<file path="config.mk">
export PLATFORM = sky130hd
export DESIGN_NAME = sorted_insert_pair_queue_flat
export DESIGN_NICKNAME = d
export VERILOG_FILES = /design/src/hdl/sip_pkg.sv /design/src/hdl/sip_in_if.sv /design/src/hdl/sip_out_if.sv /design/src/hdl/sip_ram.sv /design/src/hdl/sip_ctrl.sv /design/src/hdl/sip_datapath.sv /design/src/hdl/sorted_insert_pair_queue.sv /design/src/flat_wrapper.sv
export SDC_FILE = /design/constraint.sdc
export NUM_CORES = 1
export LEC_CHECK = 0
export CORE_ASPECT_RATIO = 1.25
export CORE_UTILIZATION = 50
export CTS_BUF_LIST = sky130_fd_sc_hd__clkbuf_4 sky130_fd_sc_hd__clkbuf_8 sky130_fd_sc_hd__clkbuf_16
export CTS_CLUSTER_DIAMETER = 100
export CTS_CLUSTER_SIZE = 40
export DETAILED_ROUTE_END_ITERATION = 8
export DONT_BUFFER_PORTS = 1
export RECOVER_POWER = 25
export SYNTH_ARGS = -nofsm -noshare
export SYNTH_HDL_FRONTEND = slang
export SYNTH_SLANG_ARGS = --single-unit
</file>
<file path="constraint.sdc">
create_clock -name clk_i -period 12.1 [get_ports clk_i]
set_input_delay 3.025 -clock clk_i [delete_from_list [all_inputs] [get_ports clk_i]]
set_output_delay 3.025 -clock clk_i [all_outputs]
set_load 0.01 [all_outputs]
</file>
<file path="src/hdl/sip_pkg.sv">
package sip_pkg;

  localparam int unsigned FieldWidth = 8;
  localparam int unsigned PairWidth  = 2 * FieldWidth;

  localparam logic KindInsert = 1'b0;
  localparam logic KindRemove = 1'b1;

  localparam logic ModePriorityAsc = 1'b0;
  localparam logic ModeValueDesc   = 1'b1;

  typedef enum logic [2:0] {
    ST_IDLE,
    ST_INS_RD,
    ST_INS_CMP,
    ST_PLACE,
    ST_REM_RD,
    ST_POP,
    ST_FAIL
  } sip_state_e;

  typedef struct packed {
    logic load;
    logic rd_prev;
    logic rd_head;
    logic shift;
    logic place;
    logic pop;
    logic fail;
  } sip_cmd_t;

  typedef struct packed {
    logic kind_remove;
    logic full;
    logic empty;
    logic pos_one;
    logic shift_hit;
    logic out_free;
  } sip_sts_t;

endpackage

</file>
<file path="src/hdl/sip_in_if.sv">
interface sip_in_if;
  logic                                    valid;
  logic                                    ready;
  logic                                    kind;
  logic signed [sip_pkg::FieldWidth-1:0]   item_value;
  logic signed [sip_pkg::FieldWidth-1:0]   item_priority;

  modport source (output valid, output kind, output item_value, output item_priority,
                  input ready);
  modport sink (input valid, input kind, input item_value, input item_priority,
                output ready);
endinterface

</file>
<file path="src/hdl/sip_out_if.sv">
interface sip_out_if;
  logic                                    valid;
  logic                                    ready;
  logic                                    ok;
  logic signed [sip_pkg::FieldWidth-1:0]   out_value;
  logic signed [sip_pkg::FieldWidth-1:0]   out_priority;

  modport source (output valid, output ok, output out_value, output out_priority,
                  input ready);
  modport sink (input valid, input ok, input out_value, input out_priority,
                output ready);
endinterface

</file>
<file path="src/hdl/sip_ram.sv">
module sip_ram #(
  parameter int unsigned WIDTH = 16,
  parameter int unsigned DEPTH = 32
) (
  input  logic                     clk_i,
  input  logic                     we_i,
  input  logic [$clog2(DEPTH)-1:0] waddr_i,
  input  logic [WIDTH-1:0]         wdata_i,
  input  logic                     re_i,
  input  logic [$clog2(DEPTH)-1:0] raddr_i,
  output logic [WIDTH-1:0]         rdata_o
);

  logic [WIDTH-1:0] mem_q [DEPTH];
  logic [WIDTH-1:0] rdata_q;

  always_ff @(posedge clk_i) begin
    if (we_i) begin
      mem_q[waddr_i] <= wdata_i;
    end
    if (re_i) begin
      rdata_q <= mem_q[raddr_i];
    end
  end

  assign rdata_o = rdata_q;

endmodule

</file>
<file path="src/hdl/sip_ctrl.sv">
module sip_ctrl (
  input  logic              clk_i,
  input  logic              rst_ni,
  input  logic              in_valid_i,
  output logic              in_ready_o,
  input  sip_pkg::sip_sts_t sts_i,
  output sip_pkg::sip_cmd_t cmd_o
);

  sip_pkg::sip_state_e state_q, state_d;
  logic                accept;

  assign in_ready_o = (state_q == sip_pkg::ST_IDLE);
  assign accept     = in_valid_i && in_ready_o;

  always_ff @(posedge clk_i or negedge rst_ni) begin
    if (!rst_ni) begin
      state_q <= sip_pkg::ST_IDLE;
    end else begin
      state_q <= state_d;
    end
  end

  always_comb begin
    state_d = state_q;
    case (state_q)
      sip_pkg::ST_IDLE: begin
        if (accept) begin
          if (sts_i.kind_remove) begin
            state_d = sts_i.empty ? sip_pkg::ST_FAIL : sip_pkg::ST_REM_RD;
          end else if (sts_i.full) begin
            state_d = sip_pkg::ST_FAIL;
          end else if (sts_i.empty) begin
            state_d = sip_pkg::ST_PLACE;
          end else begin
            state_d = sip_pkg::ST_INS_RD;
          end
        end
      end
      sip_pkg::ST_INS_RD: begin
        state_d = sip_pkg::ST_INS_CMP;
      end
      sip_pkg::ST_INS_CMP: begin
        if (sts_i.shift_hit && !sts_i.pos_one) begin
          state_d = sip_pkg::ST_INS_RD;
        end else begin
          state_d = sip_pkg::ST_PLACE;
        end
      end
      sip_pkg::ST_PLACE: begin
        if (sts_i.out_free) begin
          state_d = sip_pkg::ST_IDLE;
        end
      end
      sip_pkg::ST_REM_RD: begin
        state_d = sip_pkg::ST_POP;
      end
      sip_pkg::ST_POP: begin
        if (sts_i.out_free) begin
          state_d = sip_pkg::ST_IDLE;
        end
      end
      sip_pkg::ST_FAIL: begin
        if (sts_i.out_free) begin
          state_d = sip_pkg::ST_IDLE;
        end
      end
      default: begin
        state_d = sip_pkg::ST_IDLE;
      end
    endcase
  end

  always_comb begin
    cmd_o = '0;
    case (state_q)
      sip_pkg::ST_IDLE:    cmd_o.load    = accept;
      sip_pkg::ST_INS_RD:  cmd_o.rd_prev = 1'b1;
      sip_pkg::ST_INS_CMP: cmd_o.shift   = sts_i.shift_hit;
      sip_pkg::ST_PLACE:   cmd_o.place   = sts_i.out_free;
      sip_pkg::ST_REM_RD:  cmd_o.rd_head = 1'b1;
      sip_pkg::ST_POP:     cmd_o.pop     = sts_i.out_free;
      sip_pkg::ST_FAIL:    cmd_o.fail    = sts_i.out_free;
      default:             cmd_o         = '0;
    endcase
  end

endmodule

</file>
<file path="src/hdl/sip_datapath.sv">
module sip_datapath #(
  parameter int unsigned QUEUE_DEPTH = 32
) (
  input  logic                                  clk_i,
  input  logic                                  rst_ni,
  input  logic                                  cfg_we_i,
  input  logic                                  cfg_data_i,
  input  logic                                  kind_i,
  input  logic signed [sip_pkg::FieldWidth-1:0] item_value_i,
  input  logic signed [sip_pkg::FieldWidth-1:0] item_priority_i,
  input  logic                                  out_ready_i,
  output logic                                  out_valid_o,
  output logic                                  ok_o,
  output logic signed [sip_pkg::FieldWidth-1:0] out_value_o,
  output logic signed [sip_pkg::FieldWidth-1:0] out_priority_o,
  input  sip_pkg::sip_cmd_t                     cmd_i,
  output sip_pkg::sip_sts_t                     sts_o
);

  localparam int unsigned IW = $clog2(QUEUE_DEPTH);
  localparam int unsigned CW = $clog2(QUEUE_DEPTH + 1);
  localparam int unsigned FW = sip_pkg::FieldWidth;
  localparam int unsigned PW = sip_pkg::PairWidth;

  logic                 mode_q;
  logic [IW-1:0]        head_q, head_d;
  logic [CW-1:0]        count_q, count_d;
  logic [CW-1:0]        pos_q, pos_d;
  logic signed [FW-1:0] val_q, pri_q;
  logic                 out_valid_q, out_ok_q;
  logic signed [FW-1:0] out_val_q, out_pri_q;
  logic [PW-1:0]        rdata;
  logic                 ram_we, ram_re;
  logic [IW-1:0]        ram_waddr, ram_raddr;
  logic [PW-1:0]        ram_wdata;
  logic                 result;

  function automatic logic [IW-1:0] slot_of(input logic [IW-1:0] head,
                                            input logic [CW-1:0] off);
    logic [CW:0] sum;
    sum = (CW+1)'(head) + (CW+1)'(off);
    if (sum >= (CW+1)'(QUEUE_DEPTH)) begin
      sum = sum - (CW+1)'(QUEUE_DEPTH);
    end
    return sum[IW-1:0];
  endfunction

  assign ram_re    = cmd_i.rd_prev || cmd_i.rd_head;
  assign ram_raddr = cmd_i.rd_head ? head_q : slot_of(head_q, pos_q - CW'(1));
  assign ram_we    = cmd_i.shift || cmd_i.place;
  assign ram_waddr = slot_of(head_q, pos_q);
  assign ram_wdata = cmd_i.shift ? rdata : {val_q, pri_q};

  sip_ram #(
    .WIDTH (PW),
    .DEPTH (QUEUE_DEPTH)
  ) u_ram (
    .clk_i   (clk_i),
    .we_i    (ram_we),
    .waddr_i (ram_waddr),
    .wdata_i (ram_wdata),
    .re_i    (ram_re),
    .raddr_i (ram_raddr),
    .rdata_o (rdata)
  );

  always_comb begin
    head_d  = head_q;
    count_d = count_q;
    pos_d   = pos_q;
    if (cmd_i.load) begin
      pos_d = count_q;
    end
    if (cmd_i.shift) begin
      pos_d = pos_q - CW'(1);
    end
    if (cmd_i.place) begin
      count_d = count_q + CW'(1);
    end
    if (cmd_i.pop) begin
      count_d = count_q - CW'(1);
      if (count_q == CW'(1) || head_q == IW'(QUEUE_DEPTH - 1)) begin
        head_d = '0;
      end else begin
        head_d = head_q + IW'(1);
      end
    end
  end

  assign result = cmd_i.place || cmd_i.pop || cmd_i.fail;

  always_ff @(posedge clk_i or negedge rst_ni) begin
    if (!rst_ni) begin
      mode_q      <= sip_pkg::ModePriorityAsc;
      head_q      <= '0;
      count_q     <= '0;
      pos_q       <= '0;
      out_valid_q <= 1'b0;
    end else begin
      if (cfg_we_i) begin
        mode_q <= cfg_data_i;
      end
      head_q  <= head_d;
      count_q <= count_d;
      pos_q   <= pos_d;
      if (result) begin
        out_valid_q <= 1'b1;
      end else if (out_ready_i) begin
        out_valid_q <= 1'b0;
      end
    end
  end

  always_ff @(posedge clk_i) begin
    if (cmd_i.load) begin
      val_q <= item_value_i;
      pri_q <= item_priority_i;
    end
    if (result) begin
      out_ok_q  <= !cmd_i.fail;
      out_val_q <= cmd_i.pop ? $signed(rdata[PW-1:FW]) : '0;
      out_pri_q <= cmd_i.pop ? $signed(rdata[FW-1:0]) : '0;
    end
  end

  always_comb begin
    sts_o             = '0;
    sts_o.kind_remove = (kind_i == sip_pkg::KindRemove);
    sts_o.full        = (count_q == CW'(QUEUE_DEPTH));
    sts_o.empty       = (count_q == '0);
    sts_o.pos_one     = (pos_q == CW'(1));
    sts_o.out_free    = !out_valid_q || out_ready_i;
    if (mode_q == sip_pkg::ModeValueDesc) begin
      sts_o.shift_hit = $signed(rdata[PW-1:FW]) < val_q;
    end else begin
      sts_o.shift_hit = $signed(rdata[FW-1:0]) > pri_q;
    end
  end

  assign out_valid_o    = out_valid_q;
  assign ok_o           = out_ok_q;
  assign out_value_o    = out_val_q;
  assign out_priority_o = out_pri_q;

endmodule

</file>
<file path="src/hdl/sorted_insert_pair_queue.sv">
// Bounded priority queue of signed (value, priority) pairs held in a circular RAM.
// Items arrive on in_i with valid/ready: kind selects an insert of the pair or a
// removal of the head pair. Every accepted item gives exactly one result on out_o:
// ok, and on a successful removal the pair taken from the head, else zeros.
// cfg_we_i writes the one-bit order mode (ascending priority or descending value);
// the user must write it only while the queue is idle, which the block does not
// enforce. One item is handled at a time. A removal reads the head slot, then pops
// it; a failed insert or removal goes straight to its result. An insert moves each
// entry that sorts behind the new pair back one slot and places the pair behind the
// first entry that stays in front, or at the head when every entry moves (at once
// into an empty queue). The insertion walk is set by the single RAM port pair: each
// slot is read in ST_INS_RD and compared and moved in ST_INS_CMP.
// The result is held in an output register; ready returns high once the result is
// in that register, and the next item waits before its own result until the
// register is free, so a stalled receiver holds the queue.
// After reset the queue is empty, the head is slot 0 and the mode is ascending
// priority. The RAM needs no clearing pass: only live entries are ever read.
module sorted_insert_pair_queue #(
  parameter int unsigned QUEUE_DEPTH = 32
) (
  input  logic      clk_i,
  input  logic      rst_ni,
  input  logic      cfg_we_i,
  input  logic      cfg_data_i,
  sip_in_if.sink    in_i,
  sip_out_if.source out_o
);

  sip_pkg::sip_cmd_t cmd;
  sip_pkg::sip_sts_t sts;

  sip_ctrl u_ctrl (
    .clk_i      (clk_i),
    .rst_ni     (rst_ni),
    .in_valid_i (in_i.valid),
    .in_ready_o (in_i.ready),
    .sts_i      (sts),
    .cmd_o      (cmd)
  );

  sip_datapath #(
    .QUEUE_DEPTH (QUEUE_DEPTH)
  ) u_datapath (
    .clk_i           (clk_i),
    .rst_ni          (rst_ni),
    .cfg_we_i        (cfg_we_i),
    .cfg_data_i      (cfg_data_i),
    .kind_i          (in_i.kind),
    .item_value_i    (in_i.item_value),
    .item_priority_i (in_i.item_priority),
    .out_ready_i     (out_o.ready),
    .out_valid_o     (out_o.valid),
    .ok_o            (out_o.ok),
    .out_value_o     (out_o.out_value),
    .out_priority_o  (out_o.out_priority),
    .cmd_i           (cmd),
    .sts_o           (sts)
  );

`ifndef NO_ASSERTIONS
  a_place_not_full : assert property (@(posedge clk_i) disable iff (!rst_ni)
    cmd.place |-> !sts.full)
    else $error("Insert placed into a full queue.");

  a_pop_not_empty : assert property (@(posedge clk_i) disable iff (!rst_ni)
    cmd.pop |-> !sts.empty)
    else $error("Head removed from an empty queue.");

  a_one_at_a_time : assert property (@(posedge clk_i) disable iff (!rst_ni)
    (in_i.valid && in_i.ready) |=> !in_i.ready)
    else $error("Item accepted while the previous item is still in progress.");

  a_result_only_when_free : assert property (@(posedge clk_i) disable iff (!rst_ni)
    (cmd.place || cmd.pop || cmd.fail) |-> sts.out_free)
    else $error("Result written over an undelivered result.");
`endif

endmodule

</file>
<file path="src/flat_wrapper.sv">
// flat-port wrapper written by rule: the top's interface ports become plain ports
module sorted_insert_pair_queue_flat 
#(
  parameter int unsigned QUEUE_DEPTH = 32
)
  (clk_i, rst_ni, cfg_we_i, cfg_data_i, in_i_valid, in_i_kind, in_i_item_value, in_i_item_priority, in_i_ready, out_o_valid, out_o_ok, out_o_out_value, out_o_out_priority, out_o_ready);
  sip_in_if in_i_i ();
  sip_out_if out_o_i ();
  input  logic clk_i;
  input  logic rst_ni;
  input  logic cfg_we_i;
  input  logic cfg_data_i;
  input wire logic [$bits(in_i_i.valid)-1:0] in_i_valid;
  input wire logic [$bits(in_i_i.kind)-1:0] in_i_kind;
  input wire logic [$bits(in_i_i.item_value)-1:0] in_i_item_value;
  input wire logic [$bits(in_i_i.item_priority)-1:0] in_i_item_priority;
  output wire logic [$bits(in_i_i.ready)-1:0] in_i_ready;
  output wire logic [$bits(out_o_i.valid)-1:0] out_o_valid;
  output wire logic [$bits(out_o_i.ok)-1:0] out_o_ok;
  output wire logic [$bits(out_o_i.out_value)-1:0] out_o_out_value;
  output wire logic [$bits(out_o_i.out_priority)-1:0] out_o_out_priority;
  input wire logic [$bits(out_o_i.ready)-1:0] out_o_ready;
  assign in_i_i.valid = in_i_valid;
  assign in_i_i.kind = in_i_kind;
  assign in_i_i.item_value = in_i_item_value;
  assign in_i_i.item_priority = in_i_item_priority;
  assign in_i_ready = in_i_i.ready;
  assign out_o_valid = out_o_i.valid;
  assign out_o_ok = out_o_i.ok;
  assign out_o_out_value = out_o_i.out_value;
  assign out_o_out_priority = out_o_i.out_priority;
  assign out_o_i.ready = out_o_ready;
  sorted_insert_pair_queue #(.QUEUE_DEPTH(QUEUE_DEPTH)) u_core (.clk_i(clk_i), .rst_ni(rst_ni), .cfg_we_i(cfg_we_i), .cfg_data_i(cfg_data_i), .in_i(in_i_i), .out_o(out_o_i));
endmodule
</file>
==> After elaboration in Yosys (flattened, before gate mapping) <==
Memories as Yosys holds them, arrays and structs flattened. A register that Yosys moved wholly into a read port is not among the register bits.
Index checks and enable logic that the tools add are counted.
W data, S select, Z words.
{ "op_classes": {"eq_ne": 12, "add_sub_neg": 8, "order_cmp": 4, "muxes": 29, "reduce_logical": 18} }
{ "op_table": {"columns": ["op", "count"], "rows": [
  ["$mux W6", 4],
  ["$mux W5", 4],
  ["$mux W16", 1],
  ["$pmux W3 S5", 1],
  ["$add A5 B6 Y7", 2],
  ["$ge A7 B6 Y1 const B", 2],
  ["$eq A6 B1 Y1 const B", 2],
  ["$mux W1", 12],
  ["$mux W3", 4],
  ["$sub A6 B1 Y6 const B", 2],
  ["$sub A5 B1 Y5 const B", 2],
  ["$eq A3 B3 Y1 const B", 3],
  ["$gt A8 B8 Y1", 1],
  ["$lt A8 B8 Y1", 1],
  ["$add A6 B1 Y6 const B", 1],
  ["$eq A3 B2 Y1 const B", 2],
  ["$eq A6 B6 Y1 const B", 1],
  ["$logic_not A6 Y1", 1],
  ["$logic_or A1 B1 Y1", 6],
  ["$mux W2", 3],
  ["$reduce_bool A2 Y1", 3],
  ["$add A5 B1 Y5 const B", 1],
  ["$eq A5 B5 Y1 const B", 1],
  ["$ne A2 B1 Y1 const B", 2],
  ["other kinds (6)", 9]
]} }
{ "word_totals": {"ramBits": 512, "wordCells": 83, "regBits": 55, "mem_count": 1, "inputBits": 23} }
{ "mem_list": {"columns": ["name", "words", "word_bits", "read_ports", "rd_ports_with_merged_regs", "write_ports", "line", "source"], "rows": [
  ["u_core.u_datapath.u_ram.mem_q", 32, 16, 1, 1, 1, "sip_ram.sv:14", "logic [WIDTH-1:0] mem_q [DEPTH];"]
]} }

==> Depth between registers and ports, before layout <==
Gate-level depths: netlist of the first run.
{ "depth": {"depth_word": 6, "ltp_mapped": 11, "mapped_depth_nobuf": 10} }

==> Modules after synthesis <==
Synthesis of the first run repeated with hierarchy kept, for this count alone.
{ "hier_totals": {"cells_unflattened": 1471, "area_unflattened_um2": 24083.1} }
{ "modules_own_cells": {"columns": ["mod", "area_each_um2", "cells_each", "instances", "seq_area_each_um2"], "rows": [
  ["sip_ram", 20696.1, 1143, 1, 15855.2],
  ["sip_datapath", 3123.0, 294, 1, 1466.4],
  ["sip_ctrl", 264.0, 34, 1, 75.1]
]} }

==> Worst setup path before layout of the first run <==
No wires, ideal clock.
{ "synth_timing": {"kind": "in2reg", "from": "in out_o_ready", "to": "mem u_core.u_datapath.u_ram.mem_q[10][0] (enable)", "path_slack_ps": 6889, "setup_ps": 388, "t_arrival_ps": 4823, "path_buffers": 2, "path_stages": 6, "cell_sequence": "nand2b_1 clkbuf_1 and4b_1 clkbuf_1 o211ai_1 nor2_1"} }
{ "synth_between": {"elab_chain_cells": 5} }
{ "synth_lines": {"columns": ["item", "line", "source"], "rows": [
  ["from (decl)", "flat_wrapper.sv:22", "input wire logic [$bits(out_o_i.ready)-1:0] out_o_ready;"],
  ["$logic_or A1 B1 Y1", "sip_datapath.sv:132", "sts_o.out_free = !out_valid_q || out_ready_i;"],
  ["$mux W1", "sip_ctrl.sv:76", "case (state_q)"],
  ["$logic_or A1 B1 Y1", "sip_datapath.sv:50", "assign ram_we = cmd_i.shift || cmd_i.place;"],
  ["$mux W1", "sip_ram.sv:18", "if (we_i) begin"],
  ["$mux W1 (not written as such)", "sip_ram.sv:19", "mem_q[waddr_i] <= wdata_i;"],
  ["to (decl)", "sip_ram.sv:14", null]
]} }
Every way passes these cells.

==> Final worst setup path of the first run <==
{ "layout_timing": {"from": "reg u_core.u_datapath.u_ram.rdata_q[7], in the netlist u_core.u_datapath.u_ram.rdata_o[7], read port of u_core.u_datapath.u_ram.mem_q", "to": "mem u_core.u_datapath.u_ram.mem_q[20][15], data pin"} }
{ "layout_between": {"elab_chain_cells": 4} }
{ "layout_lines": {"columns": ["item", "line", "source"], "rows": [
  ["from (decl)", "sip_ram.sv:15", "logic [WIDTH-1:0] rdata_q;"],
  ["$gt A8 B8 Y1", "sip_datapath.sv:136", "sts_o.shift_hit = $signed(rdata[FW-1:0]) > pri_q;"],
  ["$mux W1", "sip_datapath.sv:133", "if (mode_q == sip_pkg::ModeValueDesc) begin"],
  ["$mux W1", "sip_ctrl.sv:76", null],
  ["$mux W16", "sip_datapath.sv:52", "assign ram_wdata = cmd_i.shift ? rdata : {val_q, pri_q};"],
  ["named net u_core.u_datapath.ram_wdata[15]", "sip_datapath.sv:35", "logic [PW-1:0] ram_wdata;"]
]} }
The timed path passes the listed nets, and every way through them passes these cells.

==> results.md, run 1 <==
* Status: complete, but fails checks
* Failing checks: max-capacitance violations, max-slew violations
* CP peak stage delay at approximately 1.5 ns
* Setup TNS at 0 ns
* Die H at ~250 um
* Routed len/inst at 25.4 um
* Slew at the pin with the worst max-slew slack at about 2.1 ns
* Mapped Cells at around 1,800
* CTS tree: built
* Worst Skew at 0.0407 ns
* Final Max Slew Viols at about 470
* HP Class: reg -> reg
* Synthesized flop and latch total at ~580
* Finished layout cell area at 26,900 um^2
* Vias per cell at 6.04
* Mapped Area at approximately 26,000 um^2
* Final setup vio count at 0
* Initial antenna violation count at 0
* TritonCTS buffer count at 18
* Final Critical Period at ~5.5 ns
* Worst-path maximum fanout at 44
* Vias at 14,500
* Synth Warn # at 0
* Layout net count at between 1,500 and 2,000
* Sink Count at 583
* DRT iter0 DRCs at about 1,400
* Vias in the first global route at between 10,000 and 15,000
* Initial Utilization at 50.7%
* Critical Path Sink Type: register
* Fill cells at 4,151
* Clk buf depth at 3
* Crit path DAT at between 5 and 6 ns
* Post-route ant nets at 0
* CP Class: reg -> reg
* Routed wire length at between 60,000 and 70,000 um
* Detailed Place HPWL at ~38,000 um
* Gr ovfl total at 0
* Skew-Pair Late Insertion Delay at between 0.5 and 0.6 ns
* Crit path required time at ~12 ns
* Placed cells at approximately 2,400
* FMAX at 0.183 GHz
* Clk slew on worst S/H paths at roughly 0.15 ns
* RSZ-0062 raised after global routing: no
* # Post-CTS Setup Buffers at 0
* Cell variety after synth at 67
* Area Overhead vs Synth at 4.98%
* Synthesized area per cell at about 14 um^2
* Syn_nets at 1,844
* Die area at between 50,000 and 60,000 um^2
* Placed cell area at between 20,000 and 30,000 um^2
* First-pass GRT wire length at between 90,000 and 100,000 um
* Share of synthesized registers carrying an async set or reset at 3.77%
* Layout cells sized above 1 at 5.49%
* Top cell by count, worst path: clkbuf_1
* I/O pins at between 40 and 50
* Slew HR at -39.9%
* Critical path's top delay family: buffers and inverters
* Residual DRC at 0
* CP Cell Sequence: ha_1 > and4_1 > o2bb2ai_1 > nor4_1 > o31a_2 > clkbuf_1 > nand2_1 > o21ai_0 > clkbuf_1
* Slowest cell on crit path: clkbuf_1
* Largest net degree at the start of global routing at 74
* Port Buffers at 0
* H-tree depth at 1
* Core area at between 50,000 and 60,000 um^2
* Final hold violation count at 0
* Root Driver: clkbuf_16
* # hold bufs at CTS at 0
* First-pass DRT Iterations at 8
* Ys flop type: edfxtp_1
* Fin crit share at a little under half
* Gpl congestion at between 0.8 and 0.9
* Num rows at 92
* Die width at just over 200 um
* Layout Cells excl Fill at roughly 2,400
* Sequential fraction of the synthesis area at around 70%
* Number of max-cap violations at 14
* Post-CTS resize count at 0
* Buf/Inv on CP at 2
* Total global-route track usage at about a quarter
* EDFF count, synth at ~560
* CP startpoint kind: register
* # diodes at 0
[Yosys cell counts (3+ instances only)]
cell type | n | area share, %
edfxtp_1 | 561 | 66
mux2i_1 | 224 | 8.8
a211oi_1 | 196 | 5.8
nand2_1 | 165 | 2.4
inv_1 | 122 | 1.8
clkbuf_1 | 73 | 1.1
a311oi_1 | 65 | 2.2
nor2_1 | 64 | 0.94
buf_2 | 40 | 0.78
ha_1 | 30 | 1.5
o21ai_0 | 26 | 0.51
dfrtp_1 | 22 | 2.2
a221oi_1 | 18 | 0.62
nor4_1 | 17 | 0.42
o32ai_1 | 16 | 0.55
and2_1 | 15 | 0.37
a21oi_1 | 11 | 0.22
xnor2_1 | 11 | 0.38
nor3_1 | 8 | 0.16
xor2_1 | 8 | 0.27
mux2_2 | 6 | 0.26
nand4_1 | 6 | 0.15
nor2b_1 | 6 | 0.15
a21o_1 | 5 | 0.15
buf_1 | 5 | 0.073
buf_6 | 5 | 0.22
nand3_1 | 4 | 0.078
buf_4 | 3 | 0.088
nand4b_1 | 3 | 0.10
nor3b_1 | 3 | 0.088
o21ai_1 | 3 | 0.059
[final timing paths]
kind / to / startpoint / cells after the start / slack, ns
setup reg to reg: u_core.u_datapath.u_ram.mem_q[20][15] / u_core.u_datapath.u_ram.rdata_o[7] / 9 / 6.63
hold reg to reg: u_core.u_datapath.pos_q[5] / u_core.u_datapath.pos_q[5] / 2 / 0.58
setup / recovery: u_core.u_datapath.u_ram.mem_q[20][15] / u_core.u_datapath.u_ram.rdata_o[7] / 9 / 6.63
min in group asynchronous: u_core.u_datapath.count_q[3] / rst_ni / 0 / 2.11
max in group asynchronous: u_core.u_datapath.head_q[0] / rst_ni / 0 / 9.90
hold / removal: u_core.u_datapath.pos_q[5] / u_core.u_datapath.pos_q[5] / 2 / 0.58
[per-stage QoR]
step | utilization (%) | setup slack (ns) | hold WS [ns]
4_1_cts | 53.5 | 6.82 | 0.569
2_1_floorplan | - | 6.89 | 0.484
3_3_place_gp | 52.4 | 6.61 | 0.549
6_report | 53.3 | 6.63 | 0.580
3_5_place_dp | 52.4 | 6.55 | 0.538
5_1_grt | 53.3 | 6.39 | 0.606
[worst register-to-register path: stages, from the launching register on]
cell and delay, ns:
edfxtp_1 0.53, ha_1 0.36, and4_1 0.24, o2bb2ai_1 0.15
nor4_1 0.34, o31a_2 0.24, clkbuf_1 1.29, nand2_1 0.11
o21ai_0 0.13, clkbuf_1 1.52
[cell usage in the layout, fill, tap and decap left out, drive strengths merged, types with 7 or more instances in the layout]
master / n
edfxtp: 561
mux2i: 226
a211oi: 196
nand2: 165
inv: 123
a311oi: 65
nor2: 65
buf: 49
clkbuf: 35
ha: 30
o21ai: 29
dfrtp: 22
a221oi: 18
nor4: 17
o32ai: 16
and2: 15
a21oi: 12
xnor2: 11
nor3: 8
xor2: 8
mux2: 7
[cell families (layout without fill, tap and decap cells)]
family	after synthesis	after routing	synth area share, %
and+or+nand+nor	306	306	5.35
buffers and inverters	249	210	4.04
xor gates and xnor gates	19	19	0.651
muxes	233	233	9.23
DFF	583	583	68.0
AOI/OAI and AO/OA	366	366	11.0
adders and majority gates	33	33	1.66
[sequential cells by signal, indices dropped and copies added (netlist names)]
name / flops
u_core.u_datapath.u_ram.mem_q: 512
u_core.u_datapath.out_valid_o: 1
u_core.u_datapath.val_q: 8
u_core.u_datapath.out_value_o: 8
u_core.u_datapath.out_priority_o: 8
u_core.u_datapath.mode_q: 1
u_core.u_ctrl.state_q: 3
u_core.u_datapath.count_q: 6
u_core.u_datapath.u_ram.rdata_o: 16
u_core.u_datapath.ok_o: 1
u_core.u_datapath.pos_q: 6
u_core.u_datapath.head_q: 5
u_core.u_datapath.pri_q: 8
[per-layer routing]
metal / GRT usage (%) / share of wire (%) / up-vias
met1: 34.6 / 46 / 7303
met2: 36.5 / 45 / 416
met3: 2.34 / 5.0 / 53
li1: - / - / 6776
met4: 8.85 / 3.8 / 0
met5: 0 / 0 / -
[final cells by class]
class | instances | area [um^2] | share of cell area (%)
multi-input cells | 957 | 7220 | 26.9
repair buffers | 65 | 428 | 1.59
clock inverters | 3 | 46.3 | 0.172
well taps | 658 | 823 | 3.07
clock buffers | 19 | 475 | 1.77
flip-flops and latches | 583 | 17400 | 64.8
inverters | 123 | 462 | 1.72
Power of run 1 is left out: the tool's default activity adds up to more than one toggle a clock period on the data nets, which glitch-free logic cannot reach.
==> run 2: changes to the inputs <==
--- a/config.mk
+++ b/config.mk
@@ -12,6 +12,7 @@
 export CTS_CLUSTER_SIZE = 40
 export DETAILED_ROUTE_END_ITERATION = 8
 export DONT_BUFFER_PORTS = 1
+export PLACE_DENSITY = 0.68
 export RECOVER_POWER = 25
 export SYNTH_ARGS = -nofsm -noshare
 export SYNTH_HDL_FRONTEND = slang
==> constraint.sdc (replaced) <==
create_clock -name clk_i -period 4.9 [get_ports clk_i]
set_input_delay 1.225 -clock clk_i [delete_from_list [all_inputs] [get_ports clk_i]]
set_output_delay 1.225 -clock clk_i [all_outputs]
set_load 0.01 [all_outputs]
==> run 2 against run 1 <==
Against the previous run:
- the run still ends with max-capacitance violations, max-slew violations left
- fmax is 23% higher
- global-route usage increased by 1.4 points
- via count increased by 6.7%
- non-clock buffer count rose by 33
- worst setup slack lost 6.2 ns
- register-to-register slack worse by 6.2 ns
- first-iteration DRC count up 20%
- count of clock-buffer cells in the layout is 6 higher
- clock skew decreased by 0.014 ns
- critical path depth shrank 1
- worst hold slack got worse by 0.26 ns
- core utilization is 0.74 points higher
- critical endpoint is now u_core.u_datapath.u_ram.mem_q[2][12]
- highest routed layer unchanged
==> results.md, run 2 (same netlist as run 1, synthesis figures left out) <==
* Layout cells sized above 1 at 8.16% (was 5.49%)
* Clk slew on worst S/H paths at 0.14 ns (was 0.15 ns)
* Status: complete, but fails checks (unchanged)
* Pre-CTS WS at 0.596 ns (was 6.55 ns)
* Critical Path Sink Type: register (unchanged)
* Clk buf depth at 3 (unchanged)
* Sequential cell area at 17,400 um^2 (about the same)
* CP Class: reg -> reg (unchanged)
* Final Critical Period at 4.46 ns (was 5.47 ns)
* Most common cell after layout, fill and taps aside: edfxtp_1 (unchanged)
* DRT iter0 DRCs at 1,681 (was 1,400)
* Largest register FFs at 512 (unchanged)
* Gr ovfl total at 0 (unchanged)
* Initial Utilization at 50.7% (unchanged)
* Vias in the first global route at 15,000 (was 14,200)
* Worst-path maximum fanout at 32 (was 44)
* Crit path required time at 5.02 ns (was 12.17 ns)
* Routed len/inst at 26.6 um (was 25.4 um)
* Final Max Slew Viols at 165 (was 474)
* Die area at 52,100 um^2 (unchanged)
* Die width at 204 um (unchanged)
* Sink Count at 583 (unchanged)
* Total global-route track usage at 25.0% (was 23.6%)
* Root Driver: clkbuf_16 (unchanged)
* RSZ-0062 raised after global routing: no (unchanged)
* Area Overhead vs Synth at 6.44% (was 4.98%)
* Initial antenna violation count at 0 (unchanged)
* Fin crit share at 91.0% (was 45.2%)
* Core area at 50,400 um^2 (unchanged)
* Skew-Pair Late Insertion Delay at 0.58 ns (was 0.59 ns)
* I/O pins at 42 (unchanged)
* Slew HR at -23.4% (was -39.9%)
* Worst Setup Slack, final at 0.442 ns (was 6.63 ns)
* Fill cells at 4,021 (was 4,151)
* Num rows at 92 (unchanged)
* Setup TNS at 0 ns (unchanged)
* Layout net count at 1,836 (was 1,803)
* Slew at the pin with the worst max-slew slack at 1.85 ns (was 2.10 ns)
* Layout Cells excl Fill at 2,447 (was 2,408)
* Routed wire length at 65,000 um (was 61,200 um)
* Residual DRC at 0 (unchanged)
* Final hold violation count at 0 (unchanged)
* CTS tree: built (unchanged)
* Number of max-cap violations at 5 (was 14)
* Placed cells at 2,419 (was 2,386)
* Commonest non-fill, non-tap cells in the layout: edfxtp_1, mux2i_1, a211oi_1 (unchanged)
* Failing checks: max-capacitance violations, max-slew violations (unchanged)
* Post-route ant nets at 0 (unchanged)
* Die H at 255 um (unchanged)
* # diodes at 0 (unchanged)
* Post-CTS resize count at 0 (unchanged)
* HP Class: in -> async (was reg -> reg)
* # hold bufs at CTS at 0 (unchanged)
* Largest net degree at the start of global routing at 98 (was 74)
* # Post-CTS Setup Buffers at 0 (unchanged)
* First-pass DRT Iterations at 7 (was 8)
* Vias per cell at 6.34 (was 6.04)
* Final setup vio count at 0 (unchanged)
* Crit path DAT at 4.58 ns (was 5.54 ns)
* Largest Register: u_core.u_datapath.u_ram.mem_q (unchanged)
* FMAX at 0.224 GHz (was 0.183 GHz)
* Vias at 15,500 (was 14,500)
* Gpl congestion at 0.865 (was 0.875)
* TritonCTS buffer count at 18 (unchanged)
* Area of the multi-input gates at 7240 um^2 (was 7220 um^2)
* Detailed Place HPWL at 39,600 um (was 37,700 um)
* First-pass GRT wire length at 96,500 um (was 90,800 um)
* Worst Skew at 0.0263 ns (was 0.0407 ns)
* Port Buffers at 0 (unchanged)
* CP startpoint kind: register (unchanged)
* H-tree depth at 1 (unchanged)
==> run 2: cell types whose count changed in the layout (fill, tap and decap cells not counted), sizes merged <==
cell | before | now
clkinv | 1 | 2
bufinv | 1 | 0
buf | 49 | 86
clkbuf | 35 | 37
==> run 2: final timing paths <==
check	startpoint	to	slack, ns	cells after the start
worst min-delay path	rst_ni	u_core.u_datapath.count_q[2]	0.32	0
worst max-delay path	u_core.u_datapath.u_ram.rdata_o[6]	u_core.u_datapath.u_ram.mem_q[2][12]	0.44	8
min in group clk_i	u_core.u_datapath.pos_q[5]	u_core.u_datapath.pos_q[5]	0.59	2
max in group asynchronous	rst_ni	u_core.u_ctrl.state_q[0]	4.51	0
worst min register to register	u_core.u_datapath.pos_q[5]	u_core.u_datapath.pos_q[5]	0.59	2
worst max register to register	u_core.u_datapath.u_ram.rdata_o[6]	u_core.u_datapath.u_ram.mem_q[2][12]	0.44	8
==> run 2: per-stage QoR <==
stage               utilization, %  instance area [um^2]  hold WS (ns)
floorplan                        -                 25600         0.484
detailed placement            53.0                 26700         0.558
global route                  54.0                 27200         0.293
finish                        54.0                 27200         0.315
CTS                           54.1                 27300         0.292
global placement              53.0                 26700         0.539
==> run 2: critical path: stages, from the launching register on <==
cell       delay, ns
edfxtp_1        0.59
ha_1            0.37
and4_1          0.25
o2bb2ai_1       0.15
o311a_1         0.35
o31a_2          0.34
clkbuf_2        0.34
o21ai_2         0.22
clkbuf_1        1.34
==> run 2: per-layer routing <==
layer  vias to the layer above  GRT usage (%)  wire, um
met5                         -              0         0
met4                         0           9.59      2520
met3                       109           2.72      5220
met2                       748           41.0     31400
met1                      7804           34.3     25900
li1                       6855              -         -
==> run 2: layout make-up <==
class                      instances  area share (%)
timing repair buffer              98            2.78
tap                              658            3.02
multi-input combinational        957            26.6
inverter                         123            1.70
sequential                       583            63.9
clock buffer                      25            1.91
clock inverter                     3          0.0827
Power of run 2 is left out for the same reason.
==> run 3: changes to the inputs <==
==> constraint.sdc (replaced) <==
create_clock -name clk_i -period 4 [get_ports clk_i]
set_input_delay 1 -clock clk_i [delete_from_list [all_inputs] [get_ports clk_i]]
set_output_delay 1 -clock clk_i [all_outputs]
set_load 0.01 [all_outputs]
==> run 3 against run 2 <==
Against the previous run:
- the flow now finishes without violations
- routed wire length is 0.14% lower
- sequential cell count is the same
- worst setup slack worse by 0.24 ns
- sequential share of layout area shrank 0.70 points
- fmax is 17% higher
- first-iteration DRC count is 5.7% higher
- clock skew increased by 0.014 ns
- critical path depth is 3 higher
- cell area increased by 1.1%
- cell count up 1.3%
- critical endpoint is now u_core.u_datapath.u_ram.rdata_o[8]
==> results.md, run 3 (same netlist as run 1, synthesis figures left out) <==
* Routed len/inst at 26.2 um (was 26.6 um)
* Largest Register: u_core.u_datapath.u_ram.mem_q (unchanged)
* Final setup vio count at 0 (unchanged)
* Gpl congestion at 0.863 (was 0.865)
* Vias at 15,600 (was 15,500)
* Commonest non-fill, non-tap cells in the layout: edfxtp_1, mux2i_1, a211oi_1 (unchanged)
* R2R Path End: u_core.u_datapath.u_ram.rdata_o[8] (was u_core.u_datapath.u_ram.mem_q[2][12])
* Routed wire length at 64,900 um (was 65,000 um)
* Crit path DAT at 4.13 ns (was 4.58 ns)
* Die width at 204 um (unchanged)
* Setup TNS at 0 ns (unchanged)
* Routed length on met1 at 25,600 um (was 25,900 um)
* CP Class: reg -> reg (unchanged)
* Post-route ant nets at 0 (unchanged)
* Gr ovfl total at 0 (unchanged)
* Layout cells sized above 1 at 10.4% (was 8.16%)
* Layout net count at 1,869 (was 1,836)
* Crit path required time at 4.34 ns (was 5.02 ns)
* Largest net degree at the start of global routing at 134 (was 98)
* Top sig layer: met4 (unchanged)
* Layout Cells excl Fill at 2,479 (was 2,447)
* Root Driver: clkbuf_16 (unchanged)
* Vias in the first global route at 15,000 (about the same)
* Top cell by count, worst path: buf_12
* # Post-CTS Setup Buffers at 0 (unchanged)
* Largest register FFs at 512 (unchanged)
* Clk slew on worst S/H paths at 0.15 ns (was 0.14 ns)
* Critical path's top delay family: adder cells (was buffers and inverters)
* Buf/Inv on CP at 4 (was 2)
* # diodes at 0 (unchanged)
* DRT iter0 DRCs at 1,776 (was 1,681)
* CTS tree: built (unchanged)
* Skew-Pair Late Insertion Delay at 0.59 ns (was 0.58 ns)
* Final Critical Period at 3.79 ns (was 4.46 ns)
* CP peak stage delay at 0.59 ns (was 1.34 ns)
* Slew HR at 12.2% (was -23.4%)
* Slew at the pin with the worst max-slew slack at 1.32 ns (was 1.85 ns)
* Final Max Slew Viols at 0 (was 165)
* Clk buf depth at 3 (unchanged)
* # hold bufs at CTS at 0 (unchanged)
* Initial Utilization at 50.7% (unchanged)
* Number of max-cap violations at 0 (was 5)
* Fill cells at 3,990 (was 4,021)
* Residual DRC at 0 (unchanged)
* Placed cells at 2,452 (was 2,419)
* Sink Count at 583 (unchanged)
* HP Class: in -> async (unchanged)
* Worst-path maximum fanout at 31 (was 32)
* Initial antenna violation count at 0 (unchanged)
* Util after Layout at 54.6% (was 54.0%)
* Hold WS at 0.0778 ns (was 0.315 ns)
* Reg2Reg Setup Slack at 0.21 ns (was 0.44 ns)
* H-tree depth at 1 (unchanged)
* FMAX at 0.264 GHz (was 0.224 GHz)
* Post-CTS resize count at 0 (unchanged)
* Worst Skew at 0.0400 ns (was 0.0263 ns)
* Final hold violation count at 0 (unchanged)
* First-pass GRT wire length at 95,700 um (was 96,500 um)
* Die area at 52,100 um^2 (unchanged)
* Status: finished clean (was complete, but fails checks)
* I/O pins at 42 (unchanged)
* Detailed Place HPWL at 39,800 um (was 39,600 um)
* Area Overhead vs Synth at 7.63% (was 6.44%)
* CP startpoint kind: register (unchanged)
* TritonCTS buffer count at 18 (unchanged)
* Num rows at 92 (unchanged)
* Slowest cell on crit path: nor4_1 (was clkbuf_1)
* Core area at 50,400 um^2 (unchanged)
* Most common cell after layout, fill and taps aside: edfxtp_1 (unchanged)
* CP Cell Sequence: inv_1 > ha_1 > fa_1 > mux2_8 > buf_12 > buf_12 > a211oi_1 > a311oi_1 > nor4_1 > buf_4 > mux2i_1 (was ha_1 > and4_1 > o2bb2ai_1 > o311a_1 > o31a_2 > clkbuf_2 > o21ai_2 > clkbuf_1)
* RSZ-0062 raised after global routing: no (unchanged)
* Metal2 WL at 31,900 um (was 31,400 um)
* Vias per cell at 6.29 (was 6.34)
* FF-to-FF path depth at 11 (was 8)
* Reg2reg start: u_core.u_datapath.pos_q[0] (was u_core.u_datapath.u_ram.rdata_o[6])
* Critical Path Sink Type: register (unchanged)
* Die H at 255 um (unchanged)
* First-pass DRT Iterations at 6 (was 7)
* Port Buffers at 0 (unchanged)
* Total global-route track usage at 24.8% (was 25.0%)
* Fin crit share at 94.8% (was 91.0%)
* DR WL met3 at 4450 um (was 5220 um)
run 3: metrics by stage:
step           setup slack [ns]  cell area (um^2)
2_1_floorplan            0.0162             25600
3_3_place_gp             0.0582             27000
3_5_place_dp             0.0532             27000
4_1_cts                  0.0231             27600
5_1_grt                  0.0572             27500
6_report                  0.206             27500
run 3: layout make-up:
cell class                      count  area (um^2)  area share [%]
Sequential cell                   583        17400            63.2
Multi-Input combinational cell    957         7290            26.5
Timing Repair Buffer              131         1020            3.70
Tap cell                          658          823            2.99
Clock buffer                       25          520            1.89
Inverter                          123          462            1.68
Clock inverter                      2         20.0          0.0727
run 3: worst register-to-register path, delay by kind of cell (launching register included):
kind / cells / cell delay, ns
buffers and inverters: 4 / 0.79
AOI/OAI and AO/OA: 2 / 0.38
adders and majority gates: 2 / 0.83
muxes: 2 / 0.50
and+or+nand+nor: 1 / 0.59
DFF: 1 / 0.45
run 3: how the worst max path moves through the flow:
stage	startpoint	endpoint	slack, ns	cells after the start
global route	u_core.u_datapath.pos_q[0]	u_core.u_datapath.u_ram.rdata_o[8]	0.06	11
floorplan	u_core.u_datapath.u_ram.rdata_o[7]	u_core.u_datapath.u_ram.mem_q[0][15]	0.02	9
CTS	u_core.u_datapath.pos_q[0]	u_core.u_datapath.u_ram.rdata_o[7]	0.02	12
detailed placement	u_core.u_datapath.pos_q[0]	u_core.u_datapath.u_ram.rdata_o[7]	0.05	12
finish	u_core.u_datapath.pos_q[0]	u_core.u_datapath.u_ram.rdata_o[8]	0.21	11
global placement	u_core.u_datapath.pos_q[0]	u_core.u_datapath.u_ram.rdata_o[7]	0.06	12
run 3: metal layers:
| metal | vias up | global-route usage [%] |
|---|---|---|
| met5 | - | 0 |
| met4 | 0 | 10.3 |
| met3 | 100 | 2.14 |
| met2 | 648 | 42.2 |
| met1 | 7920 | 32.8 |
| li1 | 6932 | - |
Power of run 3 is left out for the same reason.
